### src/rtl/epd_lsf_pkg.sv
// Shared constants and pixel recoding functions for the e-paper line stream
// formatter. No dependencies; used by epd_line_stream_formatter_top.
`default_nettype none

package epd_lsf_pkg;

    // Input command codes
    localparam logic [1:0] CMD_START = 2'd0;
    localparam logic [1:0] CMD_LOAD  = 2'd1;
    localparam logic [1:0] CMD_SEND  = 2'd2;

    // Configuration register indexes
    localparam logic [1:0] CFG_STAGE_MODE = 2'd0;
    localparam logic [1:0] CFG_USE_FIXED  = 2'd1;
    localparam logic [1:0] CFG_FIXED_BYTE = 2'd2;

    // Stage modes
    localparam logic [1:0] STAGE_COMPENSATE = 2'd0;
    localparam logic [1:0] STAGE_WHITE      = 2'd1;
    localparam logic [1:0] STAGE_INVERSE    = 2'd2;
    localparam logic [1:0] STAGE_NORMAL     = 2'd3;

    // Fixed bytes of the panel sequence
    localparam logic [7:0] BYTE_CMD_INDEX = 8'h70;
    localparam logic [7:0] BYTE_CMD_DATA  = 8'h72;
    localparam logic [7:0] BYTE_REG_DATA  = 8'h0a;
    localparam logic [7:0] BYTE_BORDER    = 8'h00;
    localparam logic [7:0] BYTE_REG_OUT   = 8'h02;
    localparam logic [7:0] BYTE_OUT_ON    = 8'h07;
    localparam logic [7:0] MASK_ODD       = 8'h55;
    localparam logic [7:0] MASK_EVEN      = 8'haa;
    localparam logic [1:0] SCAN_PAIR      = 2'b11;

    // Recode the odd pixels of a buffer byte
    function automatic logic [7:0] recode_odd(input logic [7:0] raw, input logic [1:0] mode);
        logic [7:0] p;
        logic [7:0] q;
        begin
            p = raw & MASK_ODD;
            q = p ^ MASK_ODD;
            case (mode)
                STAGE_COMPENSATE: recode_odd = MASK_EVEN | q;
                STAGE_WHITE:      recode_odd = MASK_ODD + q;
                STAGE_INVERSE:    recode_odd = MASK_ODD | {q[6:0], 1'b0};
                default:          recode_odd = MASK_EVEN | p;
            endcase
        end
    endfunction

    // Recode the even pixels of a buffer byte and reverse its 2-bit pairs
    function automatic logic [7:0] recode_even(input logic [7:0] raw, input logic [1:0] mode);
        logic [7:0] p;
        logic [7:0] q;
        logic [7:0] r;
        begin
            p = raw & MASK_EVEN;
            q = p ^ MASK_EVEN;
            case (mode)
                STAGE_COMPENSATE: r = MASK_EVEN | {1'b0, q[7:1]};
                STAGE_WHITE:      r = MASK_ODD + {1'b0, q[7:1]};
                STAGE_INVERSE:    r = MASK_ODD | q;
                default:          r = MASK_EVEN | {1'b0, p[7:1]};
            endcase
            recode_even = {r[1:0], r[3:2], r[5:4], r[7:6]};
        end
    endfunction

endpackage

`default_nettype wire

### src/rtl/epd_lsf_ram.sv
// Generic single-port-write, single-port-read RAM with registered read data.
// No dependencies; holds the line buffer of the formatter.
`default_nettype none

module epd_lsf_ram #(
    parameter int WIDTH  = 8,
    parameter int DEPTH  = 33,
    parameter int ADDR_W = (DEPTH > 1) ? $clog2(DEPTH) : 1
) (
    input  wire logic              i_clk,
    input  wire logic              i_wr_en,
    input  wire logic [ADDR_W-1:0] i_wr_addr,
    input  wire logic [WIDTH-1:0]  i_wr_data,
    input  wire logic              i_rd_en,
    input  wire logic [ADDR_W-1:0] i_rd_addr,
    output logic      [WIDTH-1:0]  o_rd_data
);

    logic [WIDTH-1:0] r_mem [DEPTH];

    // Write port
    always_ff @(posedge i_clk) begin
        if (i_wr_en) begin
            r_mem[i_wr_addr] <= i_wr_data;
        end
    end

    // Registered read, held while not enabled
    always_ff @(posedge i_clk) begin
        if (i_rd_en) begin
            o_rd_data <= r_mem[i_rd_addr];
        end
    end

endmodule

`default_nettype wire

### src/rtl/epd_line_stream_formatter_top.sv
// Top level of the e-paper line stream formatter: command decode, sequence
// position, line buffer and byte formatting. Depends on epd_lsf_pkg, epd_lsf_ram.
`default_nettype none

// The block takes one command per cycle: start (latch the line number and
// rewind the sequence), load (store the next image byte in the line buffer)
// or send (emit the next byte of the panel sequence). A send reaches the
// output through the first stage and the output register: the line buffer
// sits in a RAM with a registered read port, which forms the first stage,
// and the formatted byte is held in an output register. While the output
// is stalled one further send waits in the first stage and the input stalls
// behind it; otherwise one command is taken every cycle. A send after the
// sequence has finished, and command code 3, give nothing. The sequence of
// one line is 8 + 2*(PIXELS_PER_LINE/8) + LINES_PER_FRAME/4 bytes long.
module epd_line_stream_formatter_top #(
    parameter int PIXELS_PER_LINE = 264,
    parameter int LINES_PER_FRAME = 176
) (
    input  wire logic       i_clk,
    input  wire logic       i_rst_n,
    // Command channel
    input  wire logic       i_in_valid,
    output logic            o_in_ready,
    input  wire logic [1:0] i_command,
    input  wire logic [7:0] i_line_number,
    input  wire logic [7:0] i_pixel_byte,
    // Byte channel
    output logic            o_out_valid,
    input  wire logic       i_out_ready,
    output logic      [7:0] o_spi_byte,
    output logic            o_frame_end,
    output logic            o_line_done,
    // Configuration channel
    input  wire logic       i_cfg_valid,
    output logic            o_cfg_ready,
    input  wire logic [1:0] i_cfg_index,
    input  wire logic [7:0] i_cfg_data
);

    localparam int NBYTES     = PIXELS_PER_LINE / 8;
    localparam int NSCAN      = LINES_PER_FRAME / 4;
    localparam int ODD_START  = 4;
    localparam int SCAN_START = ODD_START + NBYTES;
    localparam int EVEN_START = SCAN_START + NSCAN;
    localparam int TAIL_START = EVEN_START + NBYTES;
    localparam int SEQ_LEN    = TAIL_START + 4;
    localparam int POS_W      = $clog2(SEQ_LEN + 1);
    localparam int AW         = (NBYTES > 1) ? $clog2(NBYTES) : 1;
    localparam int G_W        = (POS_W > 6) ? POS_W : 6;

    // Configuration registers
    logic [1:0] r_stage_mode;
    logic       r_use_fixed;
    logic [7:0] r_fixed_byte;

    // Control state
    logic [AW-1:0]    r_load_index;
    logic [POS_W-1:0] r_emit_pos;
    logic [7:0]       r_cur_line;

    // First stage (send waiting for its buffer byte)
    logic             r_s1_valid;
    logic [POS_W-1:0] r_s1_pos;
    logic [7:0]       r_s1_line;

    // Output register
    logic       r_out_valid;
    logic [7:0] r_out_byte;
    logic       r_out_fe;
    logic       r_out_done;

    logic             w_in_xfer;
    logic             w_cfg_xfer;
    logic             w_s1_adv;
    logic             w_pending;
    logic             w_send;
    logic             w_load;
    logic             w_start;
    logic [POS_W-1:0] w_addr_full;
    logic [AW-1:0]    w_rd_addr;
    logic [7:0]       w_rd_data;
    logic [G_W-1:0]   w_group;
    logic [7:0]       n_byte;
    logic             n_fe;
    logic             n_done;

    // Handshakes
    assign w_s1_adv    = r_s1_valid && (!r_out_valid || i_out_ready);
    assign o_in_ready  = !r_s1_valid || w_s1_adv;
    assign w_in_xfer   = i_in_valid && o_in_ready;
    assign o_cfg_ready = 1'b1;
    assign w_cfg_xfer  = i_cfg_valid;

    assign w_pending = (r_emit_pos < POS_W'(SEQ_LEN));
    assign w_start   = w_in_xfer && (i_command == epd_lsf_pkg::CMD_START);
    assign w_load    = w_in_xfer && (i_command == epd_lsf_pkg::CMD_LOAD);
    assign w_send    = w_in_xfer && (i_command == epd_lsf_pkg::CMD_SEND) && w_pending;

    // Buffer address: odd bytes run backwards, even bytes forwards
    always_comb begin
        if (r_emit_pos >= POS_W'(EVEN_START)) begin
            w_addr_full = r_emit_pos - POS_W'(EVEN_START);
        end else begin
            w_addr_full = POS_W'(NBYTES - 1 + ODD_START) - r_emit_pos;
        end
    end
    assign w_rd_addr = w_addr_full[AW-1:0];

    epd_lsf_ram #(
        .WIDTH (8),
        .DEPTH (NBYTES),
        .ADDR_W(AW)
    ) u_line_buf (
        .i_clk    (i_clk),
        .i_wr_en  (w_load),
        .i_wr_addr(r_load_index),
        .i_wr_data(i_pixel_byte),
        .i_rd_en  (w_send),
        .i_rd_addr(w_rd_addr),
        .o_rd_data(w_rd_data)
    );

    // Configuration writes
    always_ff @(posedge i_clk) begin
        if (!i_rst_n) begin
            r_stage_mode <= 2'd0;
            r_use_fixed  <= 1'b0;
            r_fixed_byte <= 8'd0;
        end else if (w_cfg_xfer) begin
            case (i_cfg_index)
                epd_lsf_pkg::CFG_STAGE_MODE: r_stage_mode <= i_cfg_data[1:0];
                epd_lsf_pkg::CFG_USE_FIXED:  r_use_fixed  <= i_cfg_data[0];
                epd_lsf_pkg::CFG_FIXED_BYTE: r_fixed_byte <= i_cfg_data;
                default: ;
            endcase
        end
    end

    // Command handling: rewind, load pointer, sequence advance
    always_ff @(posedge i_clk) begin
        if (!i_rst_n) begin
            r_load_index <= '0;
            r_emit_pos   <= POS_W'(SEQ_LEN);
            r_cur_line   <= 8'd0;
        end else if (w_start) begin
            r_load_index <= '0;
            r_emit_pos   <= '0;
            r_cur_line   <= i_line_number;
        end else if (w_load) begin
            if (r_load_index == AW'(NBYTES - 1)) begin
                r_load_index <= '0;
            end else begin
                r_load_index <= r_load_index + AW'(1);
            end
        end else if (w_send) begin
            r_emit_pos <= r_emit_pos + POS_W'(1);
        end
    end

    // First stage control
    always_ff @(posedge i_clk) begin
        if (!i_rst_n) begin
            r_s1_valid <= 1'b0;
        end else if (w_send) begin
            r_s1_valid <= 1'b1;
        end else if (w_s1_adv) begin
            r_s1_valid <= 1'b0;
        end
    end

    // First stage payload: hold position and line of the send
    always_ff @(posedge i_clk) begin
        if (w_send) begin
            r_s1_pos  <= r_emit_pos;
            r_s1_line <= r_cur_line;
        end
    end

    // Scan group that the byte at this position stands for
    assign w_group = G_W'(EVEN_START - 1) - G_W'(r_s1_pos);

    // Format the byte for the position in the first stage
    always_comb begin
        n_byte = epd_lsf_pkg::BYTE_BORDER;
        n_fe   = 1'b0;
        n_done = 1'b0;
        if (r_s1_pos == POS_W'(0)) begin
            n_byte = epd_lsf_pkg::BYTE_CMD_INDEX;
        end else if (r_s1_pos == POS_W'(1)) begin
            n_byte = epd_lsf_pkg::BYTE_REG_DATA;
            n_fe   = 1'b1;
        end else if (r_s1_pos == POS_W'(2)) begin
            n_byte = epd_lsf_pkg::BYTE_CMD_DATA;
        end else if (r_s1_pos == POS_W'(3)) begin
            n_byte = epd_lsf_pkg::BYTE_BORDER;
        end else if (r_s1_pos < POS_W'(SCAN_START)) begin
            n_byte = r_use_fixed ? r_fixed_byte
                                 : epd_lsf_pkg::recode_odd(w_rd_data, r_stage_mode);
        end else if (r_s1_pos < POS_W'(EVEN_START)) begin
            if ((r_s1_line < 8'(LINES_PER_FRAME)) && (G_W'(r_s1_line[7:2]) == w_group)) begin
                n_byte = 8'(epd_lsf_pkg::SCAN_PAIR) << {r_s1_line[1:0], 1'b0};
            end else begin
                n_byte = 8'd0;
            end
        end else if (r_s1_pos < POS_W'(TAIL_START)) begin
            n_byte = r_use_fixed ? r_fixed_byte
                                 : epd_lsf_pkg::recode_even(w_rd_data, r_stage_mode);
            n_fe   = (r_s1_pos == POS_W'(TAIL_START - 1));
        end else if (r_s1_pos == POS_W'(TAIL_START)) begin
            n_byte = epd_lsf_pkg::BYTE_CMD_INDEX;
        end else if (r_s1_pos == POS_W'(TAIL_START + 1)) begin
            n_byte = epd_lsf_pkg::BYTE_REG_OUT;
            n_fe   = 1'b1;
        end else if (r_s1_pos == POS_W'(TAIL_START + 2)) begin
            n_byte = epd_lsf_pkg::BYTE_CMD_DATA;
        end else begin
            n_byte = epd_lsf_pkg::BYTE_OUT_ON;
            n_fe   = 1'b1;
            n_done = 1'b1;
        end
    end

    // Output register control
    always_ff @(posedge i_clk) begin
        if (!i_rst_n) begin
            r_out_valid <= 1'b0;
        end else if (w_s1_adv) begin
            r_out_valid <= 1'b1;
        end else if (i_out_ready) begin
            r_out_valid <= 1'b0;
        end
    end

    // Output register payload
    always_ff @(posedge i_clk) begin
        if (w_s1_adv) begin
            r_out_byte <= n_byte;
            r_out_fe   <= n_fe;
            r_out_done <= n_done;
        end
    end

    assign o_out_valid = r_out_valid;
    assign o_spi_byte  = r_out_byte;
    assign o_frame_end = r_out_fe;
    assign o_line_done = r_out_done;

    // The sequence position never runs past its end
    a_pos_bound: assert property (@(posedge i_clk) disable iff (!i_rst_n)
        r_emit_pos <= POS_W'(SEQ_LEN))
        else $error("sequence position beyond end");

    // The load pointer stays inside the buffer
    a_load_bound: assert property (@(posedge i_clk) disable iff (!i_rst_n)
        r_load_index <= AW'(NBYTES - 1))
        else $error("load pointer beyond buffer");

    // A pending send always reaches the first stage
    a_send_staged: assert property (@(posedge i_clk) disable iff (!i_rst_n)
        w_send |=> r_s1_valid && (r_s1_pos == $past(r_emit_pos)))
        else $error("send not staged");

    // The last byte of the line also closes its frame
    a_done_frame: assert property (@(posedge i_clk) disable iff (!i_rst_n)
        (r_out_valid && r_out_done) |-> r_out_fe && (r_out_byte == epd_lsf_pkg::BYTE_OUT_ON))
        else $error("line end without frame end");

endmodule

`default_nettype wire
### config.mk
export PLATFORM = sky130hd
export DESIGN_NAME = epd_line_stream_formatter_top
export DESIGN_NICKNAME = d
export VERILOG_FILES = /design/src/rtl/epd_lsf_pkg.sv /design/src/rtl/epd_lsf_ram.sv /design/src/rtl/epd_line_stream_formatter_top.sv
export SDC_FILE = /design/constraint.sdc
export NUM_CORES = 1
export LEC_CHECK = 0
export BUFFER_PORTS_ARGS = -buffer_cell sky130_fd_sc_hd__clkbuf_2
export CAP_MARGIN = 20
export CELL_PAD_IN_SITES_DETAIL_PLACEMENT = 0
export CELL_PAD_IN_SITES_GLOBAL_PLACEMENT = 1
export CORE_ASPECT_RATIO = 0.8
export CORE_MARGIN = 2
export CORE_UTILIZATION = 30
export DETAILED_ROUTE_END_ITERATION = 8
export PLACE_DENSITY_LB_ADDON = 0.1
export RECOVER_POWER = 50
export SYNTH_ARGS = -nofsm -noshare
export SYNTH_HDL_FRONTEND = slang
export SYNTH_SLANG_ARGS = --single-unit
### constraint.sdc
create_clock -name i_clk -period 6.8 [get_ports i_clk]
set_input_delay 1.36 -clock i_clk [delete_from_list [all_inputs] [get_ports i_clk]]
set_output_delay 1.36 -clock i_clk [all_outputs]
set_load 0.01 [all_outputs]
=== Yosys cells after proc, flatten, opt, wreduce, memory -nomap -nowiden ===
Memory sizes are Yosys's and may differ from the RTL's. A register that Yosys moved wholly into a read port is not among the register bits.
Cells that the tools add are included.

* Add/subtract/negate cells: 7
* $lt $le $gt $ge: 6
* Equal/unequal tests: 16
* Shifts and indexed selects: 1
* Mux-type cells: 34
* Bitwise logic cells: 4
* Reduce and logical (&&, ||, !) cells: 26

{| class="wikitable"
|+ Operator list
! cell !! number
|-
| two-way mux 7 bit || 9
|-
| two-way mux 8 bit || 6
|-
| one-hot mux 8 bit (3 select lines) || 2
|-
| == test 7 bit (second input constant) || 4
|-
| less-than comparator 7 bit (second input constant) || 3
|-
| adder 7 x 7 -> 8 bit (first input constant) || 2
|-
| two-way mux 1 bit || 15
|-
| == test 7 x 2 -> 1 bit (second input constant) || 2
|-
| two-way mux 6 bit || 2
|-
| AND reduction 2 bit || 5
|-
| OR reduction 9 bit || 1
|-
| less-than comparator 8 bit (second input constant) || 1
|-
| inverter 4 bit || 2
|-
| << shifter 2 x 3 -> 8 bit (first input constant) || 1
|-
| adder 7 x 1 -> 7 bit (second input constant) || 1
|-
| == test 6 x 7 -> 1 bit || 1
|-
| == test 7 x 1 -> 1 bit (second input constant) || 1
|-
| >= comparator 7 bit (second input constant) || 1
|-
| logical AND 1 bit || 7
|-
| logical NOT 7 bit || 1
|-
| less-than comparator 7 x 6 -> 1 bit (second input constant) || 1
|-
| subtractor 7 bit (first input constant) || 1
|-
| adder 6 x 1 -> 6 bit (second input constant) || 1
|-
| == test 2 x 1 -> 1 bit (second input constant) || 3
|-
| other kinds (12) || 21
|}

* Register bits after elaboration: 59
* Bits in writable memories: 264
* Input port bits: 33
* Output and inout port bits: 13
* Logic and storage cells: 110
* Memories kept: 1

{| class="wikitable"
|+ Memory list
! memory !! depth !! bits a word !! rd ports !! clocked after Yosys merged registers in !! write ports !! RTL line !! RTL
|-
| u_line_buf.r_mem || 33 || 8 || 1 || 1 || 1 || epd_lsf_ram.sv:19 || <nowiki>logic [WIDTH-1:0] r_mem [DEPTH];</nowiki>
|}

=== Longest topological paths before layout ===
Gate-level depths: netlist of the first run.

* Depth in word-level cells: 10
* Depth in mapped cells: 15
* Depth with buffers taken out: 10

=== Hierarchy ===
Synthesis of the first run repeated with hierarchy kept, for this count alone.

* Cells, all modules: 969
* Area total of the unflattened synthesis: 14151.1 um^2

{| class="wikitable"
|+ By module, submodules not included
! module !! times used !! cells an instance !! area each (um^2) !! sequential area each (um^2)
|-
| epd_lsf_ram || 1 || 602 || 10839.1 || 8167.8
|-
| epd_line_stream_formatter_top || 1 || 367 || 3311.9 || 1431.4
|}

=== Least setup slack after synthesis of the first run ===
No wires, ideal clock.

* Kind: input to register
* Start point: input port i_out_ready
* End point: register r_emit_pos[5]
* Setup time: 0.149 ns
* Arrival time: 3.282 ns
* Required time: 6.651 ns
* Path slack: 3.369 ns
* Cell stages on the path: 9
* Buffers on the path: 1
* Cell sequence: nor2b_1 nand2_1 nand2_1 or3_1 clkbuf_1 clkinv_1 and2_1 o21ai_0 o311ai_0

* Word-level cells in the longest chain between the ends: 8
* Elaborated cells on any way between the ends: 12
* Those cells by class: 1 x eq/ne; 1 x mux; 10 x reduce/logical

{| class="wikitable"
|+ Ends and longest elaborated chain
! element !! RTL line !! RTL
|-
| from (decl) || epd_line_stream_formatter_top.sv:29 || <nowiki>input wire logic i_out_ready,</nowiki>
|-
| logical OR 1 bit || epd_line_stream_formatter_top.sv:88 || <nowiki>assign w_s1_adv = r_s1_valid && (!r_out_valid || i_out_ready);</nowiki>
|-
| logical AND 1 bit || epd_line_stream_formatter_top.sv:88 ||
|-
| logical OR 1 bit || epd_line_stream_formatter_top.sv:89 || <nowiki>assign o_in_ready = !r_s1_valid || w_s1_adv;</nowiki>
|-
| named net o_in_ready || epd_line_stream_formatter_top.sv:23 || <nowiki>output logic o_in_ready,</nowiki>
|-
| logical AND 1 bit || epd_line_stream_formatter_top.sv:90 || <nowiki>assign w_in_xfer = i_in_valid && o_in_ready;</nowiki>
|-
| logical AND 1 bit (2 in series) || epd_line_stream_formatter_top.sv:97 || <nowiki>assign w_send = w_in_xfer && (i_command == epd_lsf_pkg::CMD_SEND) && w_pending;</nowiki>
|-
| named net u_line_buf.i_rd_en || epd_lsf_ram.sv:14 || <nowiki>input wire logic i_rd_en,</nowiki>
|-
| nonzero test 2 bit (no line) || n/a ||
|-
| AND reduction 2 bit (no line) || n/a ||
|-
| to (signal assigned) || epd_line_stream_formatter_top.sv:143 || <nowiki>r_emit_pos <= POS_W'(SEQ_LEN);</nowiki>
|-
| to (signal assigned) || epd_line_stream_formatter_top.sv:156 || <nowiki>r_emit_pos <= r_emit_pos + POS_W'(1);</nowiki>
|-
| to (decl) || epd_line_stream_formatter_top.sv:58 || <nowiki>logic [POS_W-1:0] r_emit_pos;</nowiki>
|}

The timed path passes the listed nets, and every way through them passes these cells.
A chain may end at the register's enable or synchronous reset.

=== Worst setup path after layout of the first run ===
* Start point: register r_emit_pos[0]
* End point: register u_line_buf.o_rd_data[1] (read register of u_line_buf.r_mem), data pin

* Word-level cells in the longest chain between the ends: 2
* Elaborated cells on any way between the ends: 6
* Those cells by class: 2 x add/sub; 2 x order compare; 1 x mux; 1 x reduce/logical

{| class="wikitable"
|+ Ends and longest elaborated chain
! element !! RTL line !! RTL
|-
| subtractor 6 bit (tied with other cells) || epd_line_stream_formatter_top.sv:104 || <nowiki>w_addr_full = POS_W'(NBYTES - 1 + ODD_START) - r_emit_pos;</nowiki>
|-
| two-way mux 6 bit / logical AND 1 bit (equally long branches) || epd_line_stream_formatter_top.sv:101, epd_line_stream_formatter_top.sv:97 ||
|-
| to (decl) || epd_lsf_ram.sv:16 || <nowiki>output logic [WIDTH-1:0] o_rd_data</nowiki>
|}

Several ways; a longest one is shown, not always the timed one.

==> results of run 1 <==
routing by layer:
metal / GRT usage, % / share of wire [%]
met3: 3.01 / 4.1
met4: 5.96 / 2.9
met5: 0 / 0
met2: 25.0 / 42
met1: 27.7 / 51
final cells by class:
cell class	count	share of cell area [%]
inverter	13	0.270
multi-input combinational	737	32.5
tap	693	4.80
sequential	331	53.2
clock inverter	24	1.19
clock buffer	46	5.67
antenna	1	0.0139
timing repair buffer	74	2.43
per-stage QoR:
step                      power (mW)  util [%]  setup WS, ns
after detailed placement        3.01      32.1          2.48
after global placement          3.01      32.1          2.48
after global routing            5.22      34.5          1.93
after floorplan                 2.77         -          3.37
after CTS                       5.09      34.5          2.79
final                           5.02      34.5          2.25
sequential cells by signal (all words and copies together), names as in the netlist, 2 cells and up:
name	count
o_spi_byte	8
r_cur_line	8
r_emit_pos	7
r_fixed_byte	8
r_load_index	6
r_s1_line	8
r_s1_pos	7
r_stage_mode	2
u_line_buf.o_rd_data	8
u_line_buf.r_mem	264
worst max-delay path: cells and delay by family, from the launching register on:
| family | cells | cell delay [ns] |
|---|---|---|
| AOI/OAI and AO/OA | 3 | 1.02 |
| buffers and inverters | 2 | 1.50 |
| DFF | 1 | 0.54 |
| muxes | 4 | 1.14 |
| and+or+nand+nor | 1 | 0.11 |
power by group through the flow:
| stage | Clock (mW) | Sequential (mW) | Combinational [mW] |
|---|---|---|---|
| after floorplan | 0 | 2.29 | 0.481 |
| after global placement | 0 | 2.31 | 0.700 |
| after detailed placement | 0 | 2.31 | 0.703 |
| after CTS | 2.12 | 2.26 | 0.704 |
| after global routing | 2.20 | 2.27 | 0.752 |
| final | 2.06 | 2.26 | 0.695 |
cell families (layout without fill, tap and decap cells):
family          after synthesis  count (layout)
xor+xnor                     20              20
mux                         118             118
flops                       331             331
fa+ha+maj                     9               9
buf+inv                      91             157
other cells                   1               2
compound gates              213             213
simple gates                376             376
worst paths after layout:
check	start	to	slack, ns	depth (start not counted)
max	r_emit_pos[0]$_SDFFE_PP0P_	u_line_buf.o_rd_data[1]$_DFFE_PP_	2.25	10
min	r_cur_line[6]$_SDFFE_PN0P_	r_s1_line[6]$_DFFE_PP_	0.43	0
max reg2reg	r_emit_pos[0]$_SDFFE_PP0P_	u_line_buf.o_rd_data[1]$_DFFE_PP_	2.25	10
min reg2reg	r_cur_line[6]$_SDFFE_PN0P_	r_s1_line[6]$_DFFE_PP_	0.43	0
placed cells by master (no fill, tap or decap), types with 4 or more instances in the layout:
master	n
xnor2_1	11
edfxtp_1	297
a21boi_0	11
clkinv_2	9
a2111o_1	4
nand3b_1	9
a21o_1	4
inv_1	11
clkbuf_16	40
o311ai_0	4
clkbuf_2	26
a211oi_1	12
nor2_1	105
xor2_1	7
mux2_2	4
mux2i_1	23
a311o_1	8
o2111ai_1	5
o22ai_1	8
nand4_1	5
nand3_1	29
clkbuf_1	26
o21ai_0	29
and3_1	11
a22oi_1	7
nor4_1	4
a21oi_1	66
nor3_1	31
nand2_1	135
a31oi_1	11
dfxtp_1	33
or3_1	7
ha_1	8
clkinv_1	7
nor2b_1	15
o21a_1	4
mux4_2	89
o211ai_1	9
buf_4	25
==> results.toml, run 1 <==
[power]
sequentialPowerShare_pct = 45.1
power.leakage_nw = 5.92
comb_power_share_pct = 13.9
clkPwrFrac_pct = 41.1
ir_drop_mv = 0.171
power_density_nw_per_um2 = 278
p_switching_mw = 1.32
switching_share_pct = 26.3
power.internal_mw = 3.70

[finish]
fin_cells = 1919
drive_gt1_share_pct = 18.7
multi_input_area_um2 = 5860
n_fill_cell = 5147
area_delta_synth_final_pct = 13.7
nets = 1238
seq_area_um2 = 9600
fin_area_um2 = 18100

[floorplanning]
initial_core_util_pct = 30.3
core_um2 = 52400
fp.dieH_um = 210
io_pins = 46
die_area_um2 = 54800
num_rows = 75
die_w_um = 261

[critical_path]
cp-start-kind = "flop"
critical_path_required_ns = 7.12
slowest_delay_ns = 1.10
crit_arrival_ns = 4.87
cp-end-kind = "flop"
cp_slowest_cell = "clkbuf_1"
crit_fanout = 22
cp_common_cell = "mux2i_1"
crit_type = "flop to flop"
path_cells = "clkbuf_1, nor2_4, a31oi_4, buf_4, mux4_1, mux2i_1, mux2i_1, mux2_2, a32o_1, a21o_1"

[global_routing]
grt_overflow = 0
grt_max_degree = 59
grt_pass1_vias = 9939
antenna_found_initial = 1
grt_util_all_layers_pct = 17.9
grt_first_pass_wirelength_um = 70500

[synthesis]
synth_xor_area_share_pct = 1.10
ys_top_cells_by_area = "edfxtp_1 (56%), mux4_2 (13%), dfxtp_1 (4.3%)"
synth_compound_area_share_pct = 9.16
synth_mux_area_share_pct = 14.7
synthDistinctLibCells = 77
async_flop_share_pct = 0
post-synth-top-count-cell = "edfxtp_1"
yosys.area.top_type_share_pct = 56.2
syn_nets = 1201
synthCells = 1159
synth-simple-area-share_pct = 10.8
synth_ff_type = "edfxtp_1"
synth_top_family_by_area = "multiplexers"
synth_fa_ha_area_share_pct = 0.709
avgSynthCellArea_um2 = 13.7
ys_warn_count = 0
synthTopCellsByCount = "edfxtp_1 (297), nand2_1 (135), nor2_1 (107)"
synth_edf_count = 297
ys_seq_elements = 331
synth_top_area_cell = "edfxtp_1"
syn_area_um2 = 15900
synth_seq_area_share_pct = 60.5

[clock_tree]
clock-sinks = 331
clockBufferDepth = 3
postCtsHoldBufs = 0
h-tree-depth = 2
cts_tree = "built"
cts_setup_buffers = 0
root_buffer = "clkbuf_16"
cts_resized = 0
insertion_delay_ns = 0.57
tritoncts.num_buffers = 39
clkTransAtPathRegs_ns = 0.06

[outcome]
outcome = "finished, violations left"
violations = "max-capacitance violations, max-slew violations"

[timing]
period_share_pct = 66.9
max_slew_margin_pct = -35.4
rsz0062_at_grt = "false"
fmax_mhz = 220
maxSlewViolCount = 272
worstMarginPinSlew_ns = 2.03
finalHoldViolCount = 0
setup_tns_ns = 0
final.min_clock_period_ns = 4.55
skew_ns = 0.0310
setup_violations = 0
holdWs_ns = 0.432

[placement]
place_area_um2 = 16800
portBuffers = 44
place_hpwl_um = 31700
placed_cells = 1845
gp_congestion = 0.792

[route]
wire_per_inst_um = 25.2
dr.pass1.iters = 5
num_vias = 10200
via_per_inst = 5.31
wl_um = 48300
drtAntennaViolNets = 0
drc = 0
drt-initial-drc-count = 928

[hold_path]
hold_class = "flop to flop"

[job]
drv_cap = 8
Note: power is estimated with default switching activity, not from simulation.
==> inputs of run 2 (changes only) <==
clock period = 4.53 ns   (was 6.8 ns; I/O delays follow)
==> run 2 against run 1 <==
Compared with the run above:
- the flow still finishes with violations (max-capacitance violations, max-slew violations)
- register-to-register slack worse by 1.3 ns
- flip-flop and latch count stayed put
- clock power is 58% higher
- count of clock-buffer cells in the layout is 2 higher
- total power is 54% higher
- core utilization is 0.64 points higher
- hold slack worse by 0.0015 ns
- die area stayed put
- largest power group unchanged
==> results.toml, run 2 (synthesis results as in run 1) <==
[global_routing]
grt_overflow = 0
grt_pass1_vias = 10100
grt_max_degree = 64
grt_util_all_layers_pct = 18.1
grt_first_pass_wirelength_um = 71500
antenna_found_initial = 0

[floorplanning]
num_rows = 75
die_area_um2 = 54800
die_w_um = 261
core_um2 = 52400
fp.dieH_um = 210
io_pins = 46
initial_core_util_pct = 30.3

[critical_path]
crit_fanout = 22
crit_type = "flop to flop"
path_cells = "inv_1, ha_1, nor2_4, a31oi_4, buf_12, buf_12, mux4_2, mux4_2, a22oi_1, nand3_1"
critical_path_required_ns = 4.83
cp_slowest_cell = "a31oi_4"
cp.depth = 10
worstPathBufferInverterCount = 3
crit_arrival_ns = 3.90
cp_top_family = "multiplexers"
r2r_cells = 10
slowest_delay_ns = 0.65
cp-end-kind = "flop"
cp-start-kind = "flop"

[finish]
largest_reg_flops = 264
layout_commonest_cell = "edfxtp_1"
layout_common_cells = "edfxtp_1 (297), nand2_1 (135), nor2_1 (106), mux4_2 (89), a21oi_1 (66)"
drive_gt1_share_pct = 20.7
area_delta_synth_final_pct = 15.8
nets = 1271
largest-register = "u_line_buf.r_mem"
n_antenna_cell = 0

[timing]
holdWs_ns = 0.431
max_slew_margin_pct = -29.5
rsz0062_at_grt = "false"
maxSlewViolCount = 238
finalHoldViolCount = 0
worstMarginPinSlew_ns = 1.94
setup_tns_ns = 0
finalWorstSetupSlack_ns = 0.932
skew_ns = 0.0258
fmax_mhz = 278
setup_violations = 0
final.min_clock_period_ns = 3.60
period_share_pct = 79.4

[clock_tree]
tritoncts.num_buffers = 39
cts_setup_buffers = 0
h-tree-depth = 2
postCtsHoldBufs = 0
root_buffer = "clkbuf_16"
cts_tree = "built"
cts_resized = 0
clkTransAtPathRegs_ns = 0.06
clockBufferDepth = 3
clock-sinks = 331
insertion_delay_ns = 0.57

[hold_path]
hold_class = "flop to flop"
whs_path_depth = 0

[route]
num_vias = 10300
wl_um = 48600
dr.pass1.iters = 5
wire_per_inst_um = 24.9
drc = 0
drtAntennaViolNets = 0
drt-initial-drc-count = 909
via_per_inst = 5.28

[power]
power.leakage_nw = 6.13
power_density_nw_per_um2 = 421
ir_drop_mv = 0.237

[placement]
portBuffers = 44
gp_congestion = 0.792
place_ws_ns = 0.898
place_hpwl_um = 33000

[job]
drv_cap = 7

[outcome]
outcome = "finished, violations left"
violations = "max-capacitance violations, max-slew violations"
==> run 2: layer usage <==
metal	vias to the layer above	GRT usage, %	part of all wire [%]
li1	4645	-	-
met2	280	25.9	42
met4	0	4.41	1.8
met3	59	2.81	5.0
met5	-	0	0
met1	5323	28.3	51
==> run 2: power breakdown <==
| group | leakage, nW | internal [mW] | switching, mW |
|---|---|---|---|
| registers | 2.95 | 3.36 | 0.0286 |
| logic | 2.55 | 0.430 | 0.670 |
| clock network | 0.632 | 1.91 | 1.34 |
| total | 6.13 | 5.70 | 2.03 |
==> run 2: layout make-up <==
cell class | count | area, µm²
fillers | 5123 | 34000
flip-flops and latches | 331 | 9600
multi-input cells | 737 | 5850
clock buffers | 48 | 1030
well taps | 693 | 867
repair buffers | 107 | 729
clock inverters | 22 | 268
inverters | 13 | 48.8
==> run 2: worst reg2reg max path, stage by stage (launching register included) <==
cell and delay (ns):
dfxtp_1 0.43, inv_1 0.17, ha_1 0.23, nor2_4 0.06
a31oi_4 0.65, buf_12 0.30, buf_12 0.23, mux4_2 0.50
mux4_2 0.49, a22oi_1 0.19, nand3_1 0.11
==> run 2: worst paths after layout <==
| kind | slack (ns) | end | from |
|---|---|---|---|
| max | 0.93 | u_line_buf.o_rd_data[0]$_DFFE_PP_ | r_emit_pos[1]$_SDFFE_PN1P_ |
| max reg2reg | 0.93 | u_line_buf.o_rd_data[0]$_DFFE_PP_ | r_emit_pos[1]$_SDFFE_PN1P_ |
| min | 0.43 | r_s1_line[2]$_DFFE_PP_ | r_cur_line[2]$_SDFFE_PN0P_ |
| min reg2reg | 0.43 | r_s1_line[2]$_DFFE_PP_ | r_cur_line[2]$_SDFFE_PN0P_ |
==> run 2: metrics by stage <==
step / instances / area, µm² / utilization (%) / total power [mW]
floorplan: 1159 / 15900 / - / 4.16
global placement: 1880 / 17100 / 32.7 / 4.56
finish: 1951 / 18400 / 35.1 / 7.74
CTS: 1950 / 18400 / 35.2 / 7.83
detailed placement: 1880 / 17100 / 32.7 / 4.56
global route: 1951 / 18400 / 35.1 / 8.02
